$ cat config.mk
export PLATFORM = sky130hd
export DESIGN_NAME = lsb_stego_frame_decoder_unit
export DESIGN_NICKNAME = d
export VERILOG_FILES = /design/src/design/lsfd_pkg.sv /design/src/design/lsfd_parser.sv /design/src/design/lsb_stego_frame_decoder_unit.sv
export SDC_FILE = /design/constraint.sdc
export NUM_CORES = 1
export LEC_CHECK = 0
export BUFFER_PORTS_ARGS = -buffer_cell sky130_fd_sc_hd__buf_2
export CAP_MARGIN = 10
export CORE_AREA = 5 5 110 215
export CTS_BUF_LIST = sky130_fd_sc_hd__clkbuf_8
export CTS_CLUSTER_SIZE = 28
export DETAILED_ROUTE_END_ITERATION = 8
export DIE_AREA = 0 0 115 220
export GPL_ROUTABILITY_DRIVEN = 0
export MAX_ROUTING_LAYER = met4
export PLACE_DENSITY = 0.81
export SYNTH_ARGS = -nofsm -noshare
export SYNTH_HDL_FRONTEND = slang
export SYNTH_SLANG_ARGS = --single-unit
export TNS_END_PERCENT = 100
$ cat constraint.sdc
create_clock -name i_clk -period 10.25 [get_ports i_clk]
set_input_delay 2.05 -clock i_clk [delete_from_list [all_inputs] [get_ports i_clk]]
set_output_delay 2.05 -clock i_clk [all_outputs]
set_load 0.05 [all_outputs]
$ cat src/design/lsfd_pkg.sv
// Package for the LSB steganography frame decoder.
// Holds the parser phase, result kind and config index codes, the result struct, clamp_len and magic_mask.
// No dependencies.
package lsfd_pkg;

    typedef enum logic [2:0] {
        PH_HEADER   = 3'd0,
        PH_MAGIC    = 3'd1,
        PH_EXT_LEN  = 3'd2,
        PH_EXT_CHAR = 3'd3,
        PH_PAY_LEN  = 3'd4,
        PH_PAYLOAD  = 3'd5,
        PH_IDLE     = 3'd6
    } t_phase;

    typedef enum logic [2:0] {
        KIND_MAGIC_OK  = 3'd0,
        KIND_MAGIC_BAD = 3'd1,
        KIND_EXT_LEN   = 3'd2,
        KIND_EXT_CHAR  = 3'd3,
        KIND_PAY_LEN   = 3'd4,
        KIND_PAY_BYTE  = 3'd5
    } t_kind;

    typedef enum logic [0:0] {
        CFG_MAGIC_KEY = 1'b0,
        CFG_MAGIC_LEN = 1'b1
    } t_cfg_index;

    typedef struct packed {
        t_kind       kind;
        logic [31:0] value;
        logic        last;
    } t_result;

    localparam logic [3:0] MagicLenReset = 4'd2;
    localparam logic [6:0] LenBits       = 7'd32;
    localparam logic [6:0] ByteBits      = 7'd8;

    // clamp magic length to 1..8 characters
    function automatic logic [3:0] clamp_len(input logic [3:0] len);
        logic [3:0] res;
        res = len;
        if (len == 4'd0) begin
            res = 4'd1;
        end else if (len > 4'd8) begin
            res = 4'd8;
        end
        return res;
    endfunction

    // low len bytes set
    function automatic logic [63:0] magic_mask(input logic [3:0] len);
        logic [63:0] mask;
        for (int b = 0; b < 8; b++) begin
            mask[b*8 +: 8] = (4'(b) < len) ? 8'hFF : 8'h00;
        end
        return mask;
    endfunction

endpackage

$ cat src/design/lsfd_parser.sv
// Frame parser of the LSB steganography frame decoder: header skip, bit packing, field parse.
// Produces at most one result per accepted transaction, combinationally from its state and inputs.
// Depends on lsfd_pkg.
module lsfd_parser #(
    parameter int HEADER_BYTES = 54
) (
    input  logic             i_clk,
    input  logic             i_rst_n,
    input  logic             i_accept,
    input  logic             i_cmd,
    input  logic             i_bit,
    input  logic [63:0]      i_magic_key,
    input  logic [3:0]       i_magic_len,
    output logic             o_res_valid,
    output lsfd_pkg::t_result o_res
);

    localparam logic [5:0] HdrLen = 6'(HEADER_BYTES);
    localparam lsfd_pkg::t_phase StartPhase =
        (HEADER_BYTES == 0) ? lsfd_pkg::PH_MAGIC : lsfd_pkg::PH_HEADER;

    lsfd_pkg::t_phase r_phase, n_phase;
    logic [63:0]      r_shift, n_shift;
    logic [6:0]       r_count, n_count;
    logic [31:0]      r_items, n_items;
    logic [5:0]       r_hcnt,  n_hcnt;

    logic [63:0] shift_nx;
    logic [6:0]  count_nx;
    logic [6:0]  need;
    logic [3:0]  len_c;
    logic [63:0] mask;
    logic [31:0] val;
    logic [31:0] items_dec;

    always_ff @(posedge i_clk) begin
        if (!i_rst_n) begin
            r_phase <= StartPhase;
            r_shift <= '0;
            r_count <= '0;
            r_items <= '0;
            r_hcnt  <= '0;
        end else begin
            r_phase <= n_phase;
            r_shift <= n_shift;
            r_count <= n_count;
            r_items <= n_items;
            r_hcnt  <= n_hcnt;
        end
    end

    assign shift_nx  = {r_shift[62:0], i_bit};
    assign count_nx  = r_count + 7'd1;
    assign len_c     = lsfd_pkg::clamp_len(i_magic_len);
    assign mask      = lsfd_pkg::magic_mask(len_c);
    assign val       = shift_nx[31:0];
    assign items_dec = r_items - 32'd1;

    always_comb begin
        case (r_phase)
            lsfd_pkg::PH_MAGIC:   need = {len_c, 3'b000};
            lsfd_pkg::PH_EXT_LEN,
            lsfd_pkg::PH_PAY_LEN: need = lsfd_pkg::LenBits;
            default:              need = lsfd_pkg::ByteBits;
        endcase
    end

    always_comb begin
        n_phase     = r_phase;
        n_shift     = r_shift;
        n_count     = r_count;
        n_items     = r_items;
        n_hcnt      = r_hcnt;
        o_res_valid = 1'b0;
        o_res.kind  = lsfd_pkg::KIND_PAY_BYTE;
        o_res.value = {24'd0, val[7:0]};
        o_res.last  = 1'b0;
        if (i_accept) begin
            if (i_cmd) begin
                n_phase = StartPhase;
                n_shift = '0;
                n_count = '0;
                n_items = '0;
                n_hcnt  = '0;
            end else if (r_phase == lsfd_pkg::PH_HEADER) begin
                n_hcnt = r_hcnt + 6'd1;
                if (n_hcnt >= HdrLen) begin
                    n_phase = lsfd_pkg::PH_MAGIC;
                end
            end else if (r_phase != lsfd_pkg::PH_IDLE) begin
                n_shift = shift_nx;
                n_count = count_nx;
                if (count_nx >= need) begin
                    o_res_valid = 1'b1;
                    n_shift     = '0;
                    n_count     = '0;
                    case (r_phase)
                        lsfd_pkg::PH_MAGIC: begin
                            o_res.value = '0;
                            if ((shift_nx & mask) == (i_magic_key & mask)) begin
                                o_res.kind = lsfd_pkg::KIND_MAGIC_OK;
                                n_phase    = lsfd_pkg::PH_EXT_LEN;
                            end else begin
                                o_res.kind = lsfd_pkg::KIND_MAGIC_BAD;
                                n_phase    = lsfd_pkg::PH_IDLE;
                            end
                        end
                        lsfd_pkg::PH_EXT_LEN: begin
                            o_res.kind  = lsfd_pkg::KIND_EXT_LEN;
                            o_res.value = val;
                            n_items     = val;
                            n_phase     = (val != 32'd0) ? lsfd_pkg::PH_EXT_CHAR
                                                         : lsfd_pkg::PH_PAY_LEN;
                        end
                        lsfd_pkg::PH_EXT_CHAR: begin
                            o_res.kind = lsfd_pkg::KIND_EXT_CHAR;
                            n_items    = items_dec;
                            if (items_dec == 32'd0) begin
                                n_phase = lsfd_pkg::PH_PAY_LEN;
                            end
                        end
                        lsfd_pkg::PH_PAY_LEN: begin
                            o_res.kind  = lsfd_pkg::KIND_PAY_LEN;
                            o_res.value = val;
                            n_items     = val;
                            n_phase     = (val != 32'd0) ? lsfd_pkg::PH_PAYLOAD
                                                         : lsfd_pkg::PH_IDLE;
                        end
                        default: begin
                            o_res.kind = lsfd_pkg::KIND_PAY_BYTE;
                            o_res.last = (r_items == 32'd1);
                            n_items    = items_dec;
                            if (items_dec == 32'd0) begin
                                n_phase = lsfd_pkg::PH_IDLE;
                            end
                        end
                    endcase
                end
            end
        end
    end

    a_count_bound: assert property (@(posedge i_clk) disable iff (!i_rst_n)
        r_count <= 7'd64)
        else $error("bit count exceeds 64");

    a_restart_clears: assert property (@(posedge i_clk) disable iff (!i_rst_n)
        (i_accept && i_cmd) |=> (r_phase == StartPhase && r_count == 7'd0 && r_hcnt == 6'd0))
        else $error("restart did not clear parser state");

    a_last_ends_frame: assert property (@(posedge i_clk) disable iff (!i_rst_n)
        (o_res_valid && o_res.last) |=> (r_phase == lsfd_pkg::PH_IDLE))
        else $error("last payload byte did not end the frame");

    a_header_no_bits: assert property (@(posedge i_clk) disable iff (!i_rst_n)
        (r_phase == lsfd_pkg::PH_HEADER) |-> (r_count == 7'd0 && r_shift == 64'd0))
        else $error("bits collected during header skip");

endmodule

$ cat src/design/lsb_stego_frame_decoder_unit.sv
// LSB steganography frame decoder, top level: ports, config registers and output buffer.
// Each result is registered in the output buffer before it shows on m_axis; one byte per cycle
// sustained while m_axis is not stalled. A two-entry output buffer (register plus skid) keeps
// s_axis_tready registered. Reset (synchronous, i_rst_n low) empties the buffer, returns the parser
// to its start phase, sets magic_key to 0 and magic_length to 2. Depends on lsfd_pkg, lsfd_parser.
module lsb_stego_frame_decoder_unit #(
    parameter int HEADER_BYTES = 54
) (
    input  logic        i_clk,
    input  logic        i_rst_n,
    input  logic        s_axis_tvalid,
    output logic        s_axis_tready,
    input  logic [7:0]  s_axis_tdata,   // [7:0] pixel_byte
    input  logic        s_axis_tuser,   // [0] cmd
    output logic        m_axis_tvalid,
    input  logic        m_axis_tready,
    output logic [31:0] m_axis_tdata,   // [31:0] item_value
    output logic [2:0]  m_axis_tuser,   // [2:0] item_kind
    output logic        m_axis_tlast,
    input  logic        i_cfg_valid,
    output logic        o_cfg_ready,
    input  logic [0:0]  i_cfg_index,
    input  logic [63:0] i_cfg_data
);

    logic [63:0]       r_magic_key;
    logic [3:0]        r_magic_len;
    logic              r_out_valid, r_skd_valid;
    lsfd_pkg::t_result r_out, r_skd;

    logic              accept, pop, push;
    logic              res_valid;
    lsfd_pkg::t_result res;

    assign o_cfg_ready   = 1'b1;
    assign s_axis_tready = !r_skd_valid;
    assign accept        = s_axis_tvalid && s_axis_tready;
    assign pop           = r_out_valid && m_axis_tready;
    assign push          = accept && res_valid;

    always_ff @(posedge i_clk) begin
        if (!i_rst_n) begin
            r_magic_key <= '0;
            r_magic_len <= lsfd_pkg::MagicLenReset;
        end else if (i_cfg_valid && o_cfg_ready) begin
            case (i_cfg_index)
                lsfd_pkg::CFG_MAGIC_KEY: r_magic_key <= i_cfg_data;
                lsfd_pkg::CFG_MAGIC_LEN: r_magic_len <= i_cfg_data[3:0];
                default: ;
            endcase
        end
    end

    lsfd_parser #(
        .HEADER_BYTES (HEADER_BYTES)
    ) u_parser (
        .i_clk       (i_clk),
        .i_rst_n     (i_rst_n),
        .i_accept    (accept),
        .i_cmd       (s_axis_tuser),
        .i_bit       (s_axis_tdata[0]),
        .i_magic_key (r_magic_key),
        .i_magic_len (r_magic_len),
        .o_res_valid (res_valid),
        .o_res       (res)
    );

    always_ff @(posedge i_clk) begin
        if (!i_rst_n) begin
            r_out_valid <= 1'b0;
            r_skd_valid <= 1'b0;
        end else if (pop) begin
            if (r_skd_valid) begin
                r_skd_valid <= 1'b0;
            end else begin
                r_out_valid <= push;
            end
        end else if (push) begin
            if (!r_out_valid) begin
                r_out_valid <= 1'b1;
            end else begin
                r_skd_valid <= 1'b1;
            end
        end
    end

    always_ff @(posedge i_clk) begin
        if (pop) begin
            r_out <= r_skd_valid ? r_skd : res;
        end else if (push) begin
            if (!r_out_valid) begin
                r_out <= res;
            end else begin
                r_skd <= res;
            end
        end
    end

    assign m_axis_tvalid = r_out_valid;
    assign m_axis_tdata  = r_out.value;
    assign m_axis_tuser  = r_out.kind;
    assign m_axis_tlast  = r_out.last;

    a_skid_needs_out: assert property (@(posedge i_clk) disable iff (!i_rst_n)
        r_skd_valid |-> r_out_valid)
        else $error("skid entry held with empty output register");

    a_skid_on_stall: assert property (@(posedge i_clk) disable iff (!i_rst_n)
        $rose(r_skd_valid) |-> $past(r_out_valid && !m_axis_tready))
        else $error("skid filled without an output stall");

    a_last_is_payload: assert property (@(posedge i_clk) disable iff (!i_rst_n)
        (m_axis_tvalid && m_axis_tlast) |-> (m_axis_tuser == lsfd_pkg::KIND_PAY_BYTE))
        else $error("tlast on a result that is not a payload byte");

endmodule
# == Word-level counts from Yosys, hierarchy flattened ==
# Cells that the tools add are included.
# word_totals
regBits,253
word_cells,133
output_inout_bits,39
# classes
bitwise_logic,5
eq_ne,13
order_cmp,11
muxes,58
reduce_logical,28
add_sub_neg,3
# ops
op,count
2-to-1 mux 36 bit,9
2-to-1 mux 63 bit,4
bitwise AND 64 bit,2
2-to-1 mux 32 bit,4
one-hot mux 32 bit (2 select lines),2
equality test 64 bit,1
2-to-1 mux 8 bit,8
equality test 32 x 1 -> 1 bit (second input constant),1
logical NOT 32 bit,1
nonzero test 32 bit,1
subtractor 32 x 1 -> 32 bit (second input constant),1
2-to-1 mux 7 bit,4
2-to-1 mux 3 bit,9
one-hot mux 3 bit (4 select lines),2
less-than comparator 3 x 4 -> 1 bit (first input constant),4
one-hot mux 7 bit (2 select lines),1
2-to-1 mux 6 bit,2
AND reduction 2 bit,6
2-to-1 mux 1 bit,10
less-than comparator 1 x 4 -> 1 bit (first input constant),2
less-than comparator 2 x 4 -> 1 bit (first input constant),2
2-to-1 mux 4 bit,2
nonzero test 2 bit,4
adder 7 x 1 -> 7 bit (second input constant),1
other kinds (24),35

# == Longest topological paths before layout ==
# Gate-level depths: netlist of the first run.
# depth
depth_word,17
ltp_mapped,15
mapped_depth_nobuf,12

# == Modules after synthesis ==
# A second synthesis of the first run with hierarchy kept.
# hier_totals
cells_unflattened,1390
hier_area_um2,12514.5
# by_module_without_submodules
mod,cells_per_inst,area_each_um2,instances
lsfd_parser,966,7116.8,1
lsb_stego_frame_decoder_unit,424,5397.7,1

# == Worst setup path after synthesis of the first run ==
# Ideal clock, no wire load.
# synth_path
path_kind,input -> register
from,input port s_axis_tvalid
to,"register r_out, in the netlist m_axis_tdata[0] (enable)"
n_path_buf,0
arrival_ns,5.136
slack_ns,4.635
stages,4
t_required_ns,9.771
setup_time_ns,0.479
cell_sequence,nand2_1 nor2_1 o211ai_1 o21ai_0
# synth_via
elab_chain_cells,5
# synth_lines
item,line_no,text
start: declaration,lsb_stego_frame_decoder_unit.sv:11,"input logic s_axis_tvalid,"
logical AND 1 bit (*),lsb_stego_frame_decoder_unit.sv:37,assign accept = s_axis_tvalid && s_axis_tready;
2-to-1 mux 1 bit,lsfd_parser.sv:78,if (i_accept) begin
logical AND 1 bit (*),lsb_stego_frame_decoder_unit.sv:39,assign push = accept && res_valid;
nonzero test 2 bit (no source line) (*),n/a,
AND reduction 2 bit (no source line) (*),n/a,
end signal: assignment,lsb_stego_frame_decoder_unit.sv:89,r_out <= r_skd_valid ? r_skd : res;
end signal: assignment,lsb_stego_frame_decoder_unit.sv:92,r_out <= res;
end: declaration,lsb_stego_frame_decoder_unit.sv:29,"lsfd_pkg::t_result r_out, r_skd;"
# Every way passes the cells marked *; elsewhere a longest branch is shown, timed or not.
# A chain may end at the register's enable or synchronous reset.

# == Final worst setup path of the first run ==
# layout_path
from,input port s_axis_tuser
to,register u_parser.r_items[0]
# layout_via
elab_chain_cells,2
word_cells_on_any_way,6
cone_classes,eq/ne: 2; mux: 1; reduce/logical: 3
# layout_lines
item,line_no,text
start: declaration,lsb_stego_frame_decoder_unit.sv:14,"input logic s_axis_tuser,"
inequality test 2 bit (no source line) or nonzero test 2 bit (tied branches),n/a,
AND reduction 5 bit (no source line),n/a,
end signal: assignment,lsfd_parser.sv:47,r_items <= n_items;
end: declaration,lsfd_parser.sv:25,"logic [31:0] r_items, n_items;"
# Parallel ways exist; a longest one is shown, timed or not.

==> metrics.md, run 1 <==
| Metric | Value |
|---|---|
| Final setup fails | 0 |
| Vias in the first global route | 10.1k |
| Worst slew pin tran | between 1 and 1.5 ns |
| Clock skew | 0.0118 ns |
| Ratio of routed vias to standard cells | 5.95 |
| Root buf cell | clkbuf_8 |
| Post-Layout Cell Count | between 1.5k and 2k |
| Post-Syn Instances | 1342 |
| Clock buffer depth | 3 |
| Most common cell after layout, fill and taps aside | nand2_1 |
| Worst-path clk slew | ~0.07 ns |
| Die width | 115 µm |
| Asr flop ratio synth | 0% |
| Clock Latency Late Sink | 0.53 ns |
| Port bufs | 109 |
| YS warnings | 0 |
| DRT Wirelength | 30.7 mm |
| Drt drc | 0 |
| Layout cells sized above 1 | 13.8% |
| Placeable Area | 22000 µm² |
| GRT Util Overall | 24.9% |
| Slew HR | 27.4% |
| Highest achievable clock rate | about 210 MHz |
| CTS tree | done |
| CP Class | input port to flip-flop |
| Layout net count | 1500 |
| Routed WL per cell | roughly 18 µm |
| Max VDD drop | 0.120 mV |
| First-pass GRT wire length | between 40 and 50 mm |
| Final slew viol count | 0 |
| Main synth FF type | dfxtp_1 |
| Syn-to-layout area delta | 11.9% |
| Post-CTS setup buffer count | 0 |
| Maxcap violations | 0 |
| Worst Hold Class | flip-flop to flip-flop |
| CTS resizes | 0 |
| Post-synth EDFFs | 72 |
| # placed instances | 1651 |
| Synth Area per Inst | 8.86 µm² |
| Total power | 2170 µW |
| Element type at the critical path start | input port |
| Clk sinks | 253 |
| Initial antenna violation count | 1 |
| Setup crit end kind | flip-flop |
| Final setup TNS | 0 ns |
| Commonest non-fill, non-tap cells in the layout | nand2_1 (331), dfxtp_1 (181), buf_2 (109) |
| Final design utilization | 60.6% |
| Minimum clock period | 4.65 ns |
| Gr ovfl total | 0 |
| Detail Placement HPWL | 21.0 mm |
| Distinct cell type count after synthesis | 67 |
| RSZ-0062 raised after global routing | no |
| Hold buffers post-CTS | 0 |
| H-Tree Depth | 2 |
| Arr. time, crit path | 5.11 ns |
| Routed vias | 10.2k |
| Largest net degree at the start of global routing | 116 |
| Register area share after synthesis | 48.7% |
| Crit path max fanout | 64 |
| Rows | between 70 and 80 |
| PwrDens | ~160 nW/µm² |
| Hold Fails Final Rpt | 0 |
| Synthesized net count | around 1.4k |
| Status | complete, no violations |
| Die ar. | 25300 µm² |
| Leak pwr | around 0.0054 µW |
| Post-synthesis instance area | 11900 µm² |
| TritonCTS Buffers | 35 |
| Starting DRC count in detailed routing | 619 |
| DRT Pass-1 Iters | 6 |
| Boundary pin count | 118 |
| Number of synthesized register bits | 253 |
| Required time of the worst setup path | 10.70 ns |
| Fin Hold WS | 0.480 ns |
| Post-route ant nets | 0 |
| Final Cycle Share | 45.4% |
| Initial Util | 54.1% |
| Die height | roughly 220 µm |
==> metal layers <==
layer | track usage, % | vias up | wire [µm]
met5 | - | - | 0
met4 | 16.5 | 0 | 2100
met3 | 3.74 | 156 | 2000
met2 | 44.2 | 431 | 16100
met1 | 24.7 | 4806 | 10500
li1 | - | 4812 | -
==> final timing paths <==
kind | start | to | slack, ns | depth (start not counted)
worst max-delay path | s_axis_tuser | u_parser.r_items[0] | 5.60 | 8
worst min-delay path | r_magic_key[50] | r_magic_key[50] | 0.48 | 2
worst max register to register | u_parser.r_phase[2] | m_axis_tdata[4] | 5.97 | 11
worst min register to register | r_magic_key[50] | r_magic_key[50] | 0.48 | 2
==> critical path, cell delays in order <==
cell	delay, ns
buf_2	0.41
nor2_1	0.22
a21oi_4	0.36
buf_4	0.61
o21ai_2	0.14
nor2_2	0.84
o21ai_0	0.21
a21oi_1	0.21
==> where the power goes <==
part | switching, µW | leakage, µW | internal [µW] | total, µW
logic | 184 | 0.00288 | 107 | 291
clock network | 372 | 0.000408 | 439 | 812
registers | 24.7 | 0.00215 | 1040 | 1070
==> cells by family (layout without fill, tap and decap cells) <==
group	count (synthesis)	count (layout)	synth area share, %
AO/OA/AOI/OAI	312	312	17.2
XOR/XNOR	89	89	6.62
adder cells (fa/ha/maj)	10	10	1.03
buffers and inverters	93	188	3.12
flip-flops	253	253	48.7
multiplexers	12	12	1.09
other	1	2	0.0315
AND/OR/NAND/NOR	572	572	22.3
==> through the flow <==
| step | cell area [µm²] | setup WS (ns) |
|---|---|---|
| 2_1_floorplan | 11900 | 4.64 |
| 3_3_place_gp | 12600 | 5.19 |
| 3_5_place_dp | 12600 | 5.15 |
| 4_1_cts | 13300 | 5.69 |
| 5_1_grt | 13300 | 5.43 |
| 6_report | 13300 | 5.60 |
==> sequential cells by signal, indices dropped and copies added (netlist names), 3 cells and up <==
signal,cells
r_magic_key,64
u_parser.r_shift,63
u_parser.r_phase,3
u_parser.r_items,32
r_magic_len,4
u_parser.r_count,7
r_skd,36
u_parser.r_hcnt,6
m_axis_tuser,3
m_axis_tdata,32
==> cell usage after synthesis, drive strengths merged, types with 17 or more instances <==
cell type	instances	share of area, %
nand3	17	0.72
xor2	74	5.5
nor2b	29	1.5
nor2	52	1.6
a22oi	17	1.1
and3	29	1.5
dfxtp	181	30
edfxtp	72	18
a21boi	78	4.9
a21o	26	1.6
nor4	36	2.0
clkbuf	75	2.4
a21oi	92	3.9
nand2	334	11
o21ai	44	1.9
==> cell type report <==
cell class | instances | area (µm²)
Multi-Input combinational cell | 996 | 5790
Inverter | 7 | 26.3
Antenna cell | 1 | 2.50
Clock buffer | 44 | 606
Clock inverter | 18 | 133
Fill cell | 1899 | 8660
Tap cell | 276 | 345
Timing Repair Buffer | 119 | 621
Sequential cell | 253 | 5790
Note: power is estimated with default switching activity, not from simulation.
==> run 2: changes to the inputs <==
==> constraint.sdc (replaced) <==
create_clock -name i_clk -period 4.32 [get_ports i_clk]
set_input_delay 0.864 -clock i_clk [delete_from_list [all_inputs] [get_ports i_clk]]
set_output_delay 0.864 -clock i_clk [all_outputs]
set_load 0.05 [all_outputs]
==> metrics.md, run 2 (synthesis gave the netlist of run 1 again) <==
| Metric | Value |
|---|---|
| Boundary pin count | 118 (unchanged) |
| Root buf cell | clkbuf_8 |
| Required time of the worst setup path | 4.61 ns (-6.09 ns) |
| H-Tree Depth | 2 (unchanged) |
| Initial antenna violation count | 1 (unchanged) |
| PwrDens | 383 nW/µm² (+130%) |
| Arr. time, crit path | 3.91 ns (-1.20 ns) |
| Vias in the first global route | 10.0k (-1.2%) |
| Max reg flops | 64 (unchanged) |
| Routed vias | 10.2k (+0.15%) |
| Largest net degree at the start of global routing | 72 (-38%) |
| Final setup fails | 0 (unchanged) |
| Ratio of routed vias to standard cells | 5.93 (-0.32%) |
| Max VDD drop | 0.238 mV (+98%) |
| Setup crit end kind | flip-flop |
| First-pass GRT wire length | 48.8 mm (-1.2%) |
| Element type at the critical path start | flip-flop |
| Reg with most FFs | r_magic_key |
| DR top layer | met4 |
| Net Sw Frac | 27.2% (+0.40 points) |
| Highest achievable clock rate | 276 MHz |
| Final Cycle Share | a little over four fifths |
| Crit path max fanout | 14 (-78%) |
| GRT Util Overall | 24.8% (-0.084 points) |
| Die height | 220 µm (unchanged) |
| DRT Wirelength | 30.6 mm (-0.23%) |
| Initial Util | 54.1% (unchanged) |
| Clock buffer depth | 3 (unchanged) |
| Starting DRC count in detailed routing | 528 (-15%) |
| CTS tree | done |
| DR WL met3 | 1.87 mm (-6.2%) |
| RSZ-0062 raised after global routing | no |
| P_int | 3720 µW (+130%) |
| Cell area after placement | 12600 µm² (+0.37%) |
| Hold buffers post-CTS | 0 (unchanged) |
| Flop2flop setup slack | 0.70 ns (-5.27 ns) |
| DRT Pass-1 Iters | 5 (-1) |
| TritonCTS Buffers | 35 (unchanged) |
| Logic pwr share | 13.3% (about the same) |
| CP Class | flip-flop to flip-flop |
| Seq pwr share | 49.6% (+0.4 points) |
| Layout cells sized above 1 | 14.0% (+0.20 points) |
| Final setup TNS | 0 ns (unchanged) |
| Minimum clock period | 3.62 ns |
| NetSw | 1390 µW (+140%) |
| Met1 Wirelength | 10.4 mm (-1.2%) |
| Placeable Area | 22000 µm² (unchanged) |
| Final slew viol count | 0 (unchanged) |
| Die width | 115 µm (unchanged) |
| Met2 WL | 15.8 mm (-1.5%) |
| Status | complete, no violations |
| Routed WL per cell | 17.8 µm (-0.69%) |
| Worst-path clk slew | 0.07 ns (about the same) |
| Commonest non-fill, non-tap cells in the layout | nand2_1 (331), dfxtp_1 (181), buf_2 (109) |
| Rows | 77 (unchanged) |
| Hold Fails Final Rpt | 0 (unchanged) |
| Worst slew pin tran | 0.978 ns (-0.107 ns) |
| Die ar. | 25300 µm² (unchanged) |
| Syn-to-layout area delta | 12.2% |
| Clk sinks | 253 (unchanged) |
| Worst Hold Class | flip-flop to flip-flop |
| Leak pwr | 0.00548 µW (+0.54%) |
| CTS resizes | 0 (unchanged) |
| Clock skew | 0.0227 ns (+0.0108 ns) |
| Post-CTS setup buffer count | 0 (unchanged) |
| Maxcap violations | 0 (unchanged) |
| Drt drc | 0 (unchanged) |
| Fin area | 13300 µm² (+0.23%) |
| Biggest regs | r_magic_key: 64 flops, u_parser.r_shift: 63 flops, r_skd: 36 flops |
| Gr ovfl total | 0 (unchanged) |
| Most common cell after layout, fill and taps aside | nand2_1 |
| Port bufs | 109 (unchanged) |
| Clock power frac | 37.1% (-0.3 points) |
| Clock Latency Late Sink | 0.55 ns (+0.02 ns) |
| Post-route ant nets | 0 (unchanged) |
| Slew HR | 34.8% (+7.4 points) |
| Layout net count | 1507 (+0.47%) |
| Detail Placement HPWL | 21.4 mm (+2.0%) |
## run 2: metal layers
layer	up-vias	GRT usage, %
li1	4847	-
met1	4807	23.9
met2	410	43.7
met3	156	4.09
met4	0	18.1
met5	-	-
## run 2: area by class of cell
type                       instances  area, µm²
clock buffer                      44        606
antenna                            1       2.50
multi-input combinational        996       5780
sequential                       253       5790
inverter                           7       26.3
clock inverter                    19        116
tap                              276        345
timing repair buffer             126        673
fill                            1871       8630
## run 2: critical path, cell delays in order, from the launching register on
cell	delay, ns
dfxtp_1	0.47
nor2_1	0.17
and2_0	0.40
nor2b_1	0.24
nand2_1	0.08
ha_1	0.28
a21boi_0	0.17
o211ai_1	0.18
nand2_1	0.24
o211a_1	0.39
nand2_1	0.22
and2_1	0.25
mux2_2	0.27
## run 2: metrics by stage
| step | worst slack (ns) | utilization [%] | hold WS (ns) | power (µW) | instances |
|---|---|---|---|---|---|
| after detailed placement | 0.771 | 57.4 | 0.466 | 3250 | 1658 |
| after floorplan | 0.162 | - | 0.448 | 3070 | 1342 |
| after global routing | 0.405 | 60.7 | 0.496 | 5310 | 1722 |
| after CTS | 0.732 | 60.7 | 0.472 | 5120 | 1721 |
| final | 0.703 | 60.7 | 0.471 | 5100 | 1722 |
| after global placement | 0.857 | 57.4 | 0.457 | 3230 | 1658 |
## run 2: final timing paths
kind / cells past startpoint / from / to
setup / recovery: 12 / u_parser.r_phase[2] / m_axis_tdata[4]
setup reg to reg: 12 / u_parser.r_phase[2] / m_axis_tdata[4]
hold / removal: 2 / u_parser.r_shift[49] / u_parser.r_shift[50]
hold reg to reg: 2 / u_parser.r_shift[49] / u_parser.r_shift[50]
## run 2: power by group through the flow
stage	clock network [µW]	registers, µW	logic [µW]
3_5_place_dp	0	2580	665
4_1_cts	1920	2530	669
3_3_place_gp	0	2580	650
5_1_grt	2020	2540	748
6_report	1890	2530	678
2_1_floorplan	0	2560	508
==> run 3: changes to the inputs <==
--- a/config.mk
+++ b/config.mk
@@ -7,14 +7,14 @@
 export LEC_CHECK = 0
 export BUFFER_PORTS_ARGS = -buffer_cell sky130_fd_sc_hd__buf_2
 export CAP_MARGIN = 10
-export CORE_AREA = 5 5 110 215
+export CORE_AREA = 5 5 110 216
 export CTS_BUF_LIST = sky130_fd_sc_hd__clkbuf_8
 export CTS_CLUSTER_SIZE = 28
 export DETAILED_ROUTE_END_ITERATION = 8
-export DIE_AREA = 0 0 115 220
+export DIE_AREA = 0 0 115 221
 export GPL_ROUTABILITY_DRIVEN = 0
 export MAX_ROUTING_LAYER = met4
-export PLACE_DENSITY = 0.81
+export PLACE_DENSITY = 0.83
 export SYNTH_ARGS = -nofsm -noshare
 export SYNTH_HDL_FRONTEND = slang
 export SYNTH_SLANG_ARGS = --single-unit
==> constraint.sdc (replaced) <==
create_clock -name i_clk -period 3.3 [get_ports i_clk]
set_input_delay 0.66 -clock i_clk [delete_from_list [all_inputs] [get_ports i_clk]]
set_output_delay 0.66 -clock i_clk [all_outputs]
set_load 0.05 [all_outputs]
==> metrics.md, run 3 (synthesis gave the netlist of run 1 again) <==
| Metric | Value |
|---|---|
| Worst-path clk slew | 0.07 ns (about the same) |
| Origin of the worst setup path | u_parser.r_items[3] |
| Minimum clock period | 3.19 ns (-0.427 ns) |
| DRT Pass-1 Iters | 8 (+3) |
| Worst Hold Class | input port to flip-flop |
| Final Cycle Share | 96.7% (+13 points) |
| Die height | 221 µm (+0.45%) |
| Commonest non-fill, non-tap cells in the layout | nand2_1 (331), dfxtp_1 (179), buf_2 (109) |
| Highest achievable clock rate | 313 MHz (+13%) |
| Leak pwr | 0.00556 µW (+1.5%) |
| Net Sw Frac | 27.0% (-0.16 points) |
| Layout net count | 1524 (+1.1%) |
| Element type at the critical path start | flip-flop |
| Starting DRC count in detailed routing | 626 (+19%) |
| CP Cell Sequence | or4_4 > or4_4 > buf_4 > nor4_2 > xnor2_1 > o2111ai_1 > nand4b_1 > nand2_2 > mux2i_1 |
| Max incr delay on CP | 0.62 ns (+0.15 ns) |
| P_int | 4860 µW (+31%) |
| Reg with most FFs | r_magic_key |
| Clock Latency Late Sink | 0.52 ns (-0.03 ns) |
| Flop2flop setup slack | 0.11 ns (-0.59 ns) |
| Clock skew | 0.0256 ns (+0.00294 ns) |
| Most common cell after layout, fill and taps aside | nand2_1 |
| Max reg flops | 64 (unchanged) |
| Ratio of routed vias to standard cells | 5.82 (-2.0%) |
| DRT Wirelength | 30.5 mm (-0.39%) |
| Port bufs | 109 (unchanged) |
| Clock buffer depth | 3 (unchanged) |
| Routed WL per cell | 17.5 µm (-1.3%) |
| TritonCTS Buffers | 35 (unchanged) |
| Drt drc | 0 (unchanged) |
| Cell mode on critical path | or4_4 |
| Final setup fails | 0 (unchanged) |
| Maxcap violations | 0 (unchanged) |
| First-pass GRT wire length | 49.1 mm (+0.54%) |
| Setup crit end kind | flip-flop |
| Clk sinks | 253 (unchanged) |
| Post-CTS setup buffer count | 0 (unchanged) |
| Arr. time, crit path | 3.62 ns (-0.29 ns) |
| Routed vias | 10.1k (-1.1%) |
| Gr ovfl total | 0 (unchanged) |
| Placeable Area | 22000 µm² (unchanged) |
| Max VDD drop | 0.360 mV (+51%) |
| PwrDens | 493 nW/µm² (+29%) |
| Clock power frac | 35.9% (-1.2 points) |
| Final slew viol count | 0 (unchanged) |
| Logic pwr share | 14.3% (+1.0 points) |
| Slew HR | 45.1% (+10 points) |
| Worst r2r dst | u_parser.r_phase[1] |
| Boundary pin count | 118 (unchanged) |
| Hold Fails Final Rpt | 0 (unchanged) |
| Worst R2R Path Depth | 9 (-3) |
| Syn-to-layout area delta | 13.6% |
| Root buf cell | clkbuf_8 |
| Crit path max fanout | 9 (-5) |
| Initial antenna violation count | 1 (unchanged) |
| CP max stage cell | or4_4 |
| NetSw | 1800 µW (+30%) |
| Initial Util | 54.1% (unchanged) |
| Largest net degree at the start of global routing | 72 (unchanged) |
| Status | complete, no violations |
| Die width | 115 µm (unchanged) |
| Rows | 77 (unchanged) |
| Final setup TNS | 0 ns (unchanged) |
| Post-route ant nets | 0 (unchanged) |
| Worst r2r src | u_parser.r_items[3] |
| Layout cells sized above 1 | 15.3% (+1.2 points) |
| Critical path endpoint | u_parser.r_phase[1] |
| Total power | 6660 µW (+30%) |
| Detail Placement HPWL | 21.5 mm (+0.30%) |
| GRT Util Overall | 24.3% (-0.55 points) |
| CP Class | flip-flop to flip-flop |
| Worst slew pin tran | 0.817 ns (-0.161 ns) |
| RSZ-0062 raised after global routing | no |
| H-Tree Depth | 2 (unchanged) |
| Biggest regs | r_magic_key: 64 flops, u_parser.r_shift: 63 flops, r_skd: 36 flops |
| CTS tree | done |
| Required time of the worst setup path | 3.73 ns (-0.88 ns) |
| Die ar. | 25400 µm² (+0.45%) |
| Seq pwr share | 49.7% (about the same) |
| Vias in the first global route | 10.0k (-0.090%) |
-- run 3: area by class of cell --
| cell class | instances | area [µm²] |
|---|---|---|
| fillers | 1868 | 8460 |
| multi-input cells | 996 | 5800 |
| repair buffers | 143 | 851 |
| clock buffers | 42 | 578 |
| diodes | 1 | 2.50 |
| inverters | 7 | 26.3 |
| clock inverters | 20 | 114 |
| well taps | 276 | 345 |
| flip-flops and latches | 253 | 5790 |
-- run 3: per-stage QoR --
stage          cell area [µm²]  worst slack [ns]  hold slack [ns]  std cells  utilization [%]
2_1_floorplan            12000           0.00357            0.448       1342                -
3_3_place_gp             12800             0.262            0.456       1675             58.3
3_5_place_dp             12800             0.239            0.466       1675             58.3
4_1_cts                  13500             0.216            0.372       1737             61.4
5_1_grt                  13500            0.0127            0.392       1738             61.5
6_report                 13500             0.110            0.395       1738             61.5
-- run 3: timing repair --
item | 4_1_cts | 5_1_grt
setup endpoints to repair | 0 | 60
resized for setup | 0 | 2
hold buffers | 0 | 0
-- run 3: critical path: cells and delay by family (launching register included) --
family	cells	cell delay, ns
multiplexers	1	0.19
XOR/XNOR	1	0.17
AND/OR/NAND/NOR	5	2.01
AO/OA/AOI/OAI	1	0.16
buffers and inverters	1	0.19
flip-flops	1	0.39
-- run 3: metal layers --
| layer | GRT usage, % | wire (µm) | part of all wire [%] | up-vias |
|---|---|---|---|---|
| met2 | 42.9 | 16000 | 52 | 423 |
| met4 | 12.2 | 1620 | 5.3 | 0 |
| met5 | - | 0 | 0 | - |
| met3 | 2.93 | 2220 | 7.3 | 118 |
| li1 | - | - | - | 4845 |
| met1 | 26.0 | 10600 | 35 | 4723 |
-- run 3: worst min path at each step --
stage	startpoint	endpoint	slack, ns	cells after the start
CTS	i_cfg_data[59]	r_magic_key[59]	0.37	3
detailed placement	u_parser.r_shift[62]	u_parser.r_shift[62]	0.47	2
global placement	u_parser.r_count[1]	u_parser.r_count[1]	0.46	2
floorplan	u_parser.r_shift[62]	u_parser.r_shift[62]	0.45	2
finish	i_cfg_data[43]	r_magic_key[43]	0.39	3
global route	i_cfg_data[53]	r_magic_key[53]	0.39	3
-- run 3: power groups by stage --
stage,clock [µW],combinational [µW],sequential (µW)
5_1_grt,2560,1050,3320
2_1_floorplan,0,668,3360
6_report,2390,952,3310
3_3_place_gp,0,906,3370
3_5_place_dp,0,925,3380
4_1_cts,2440,934,3310
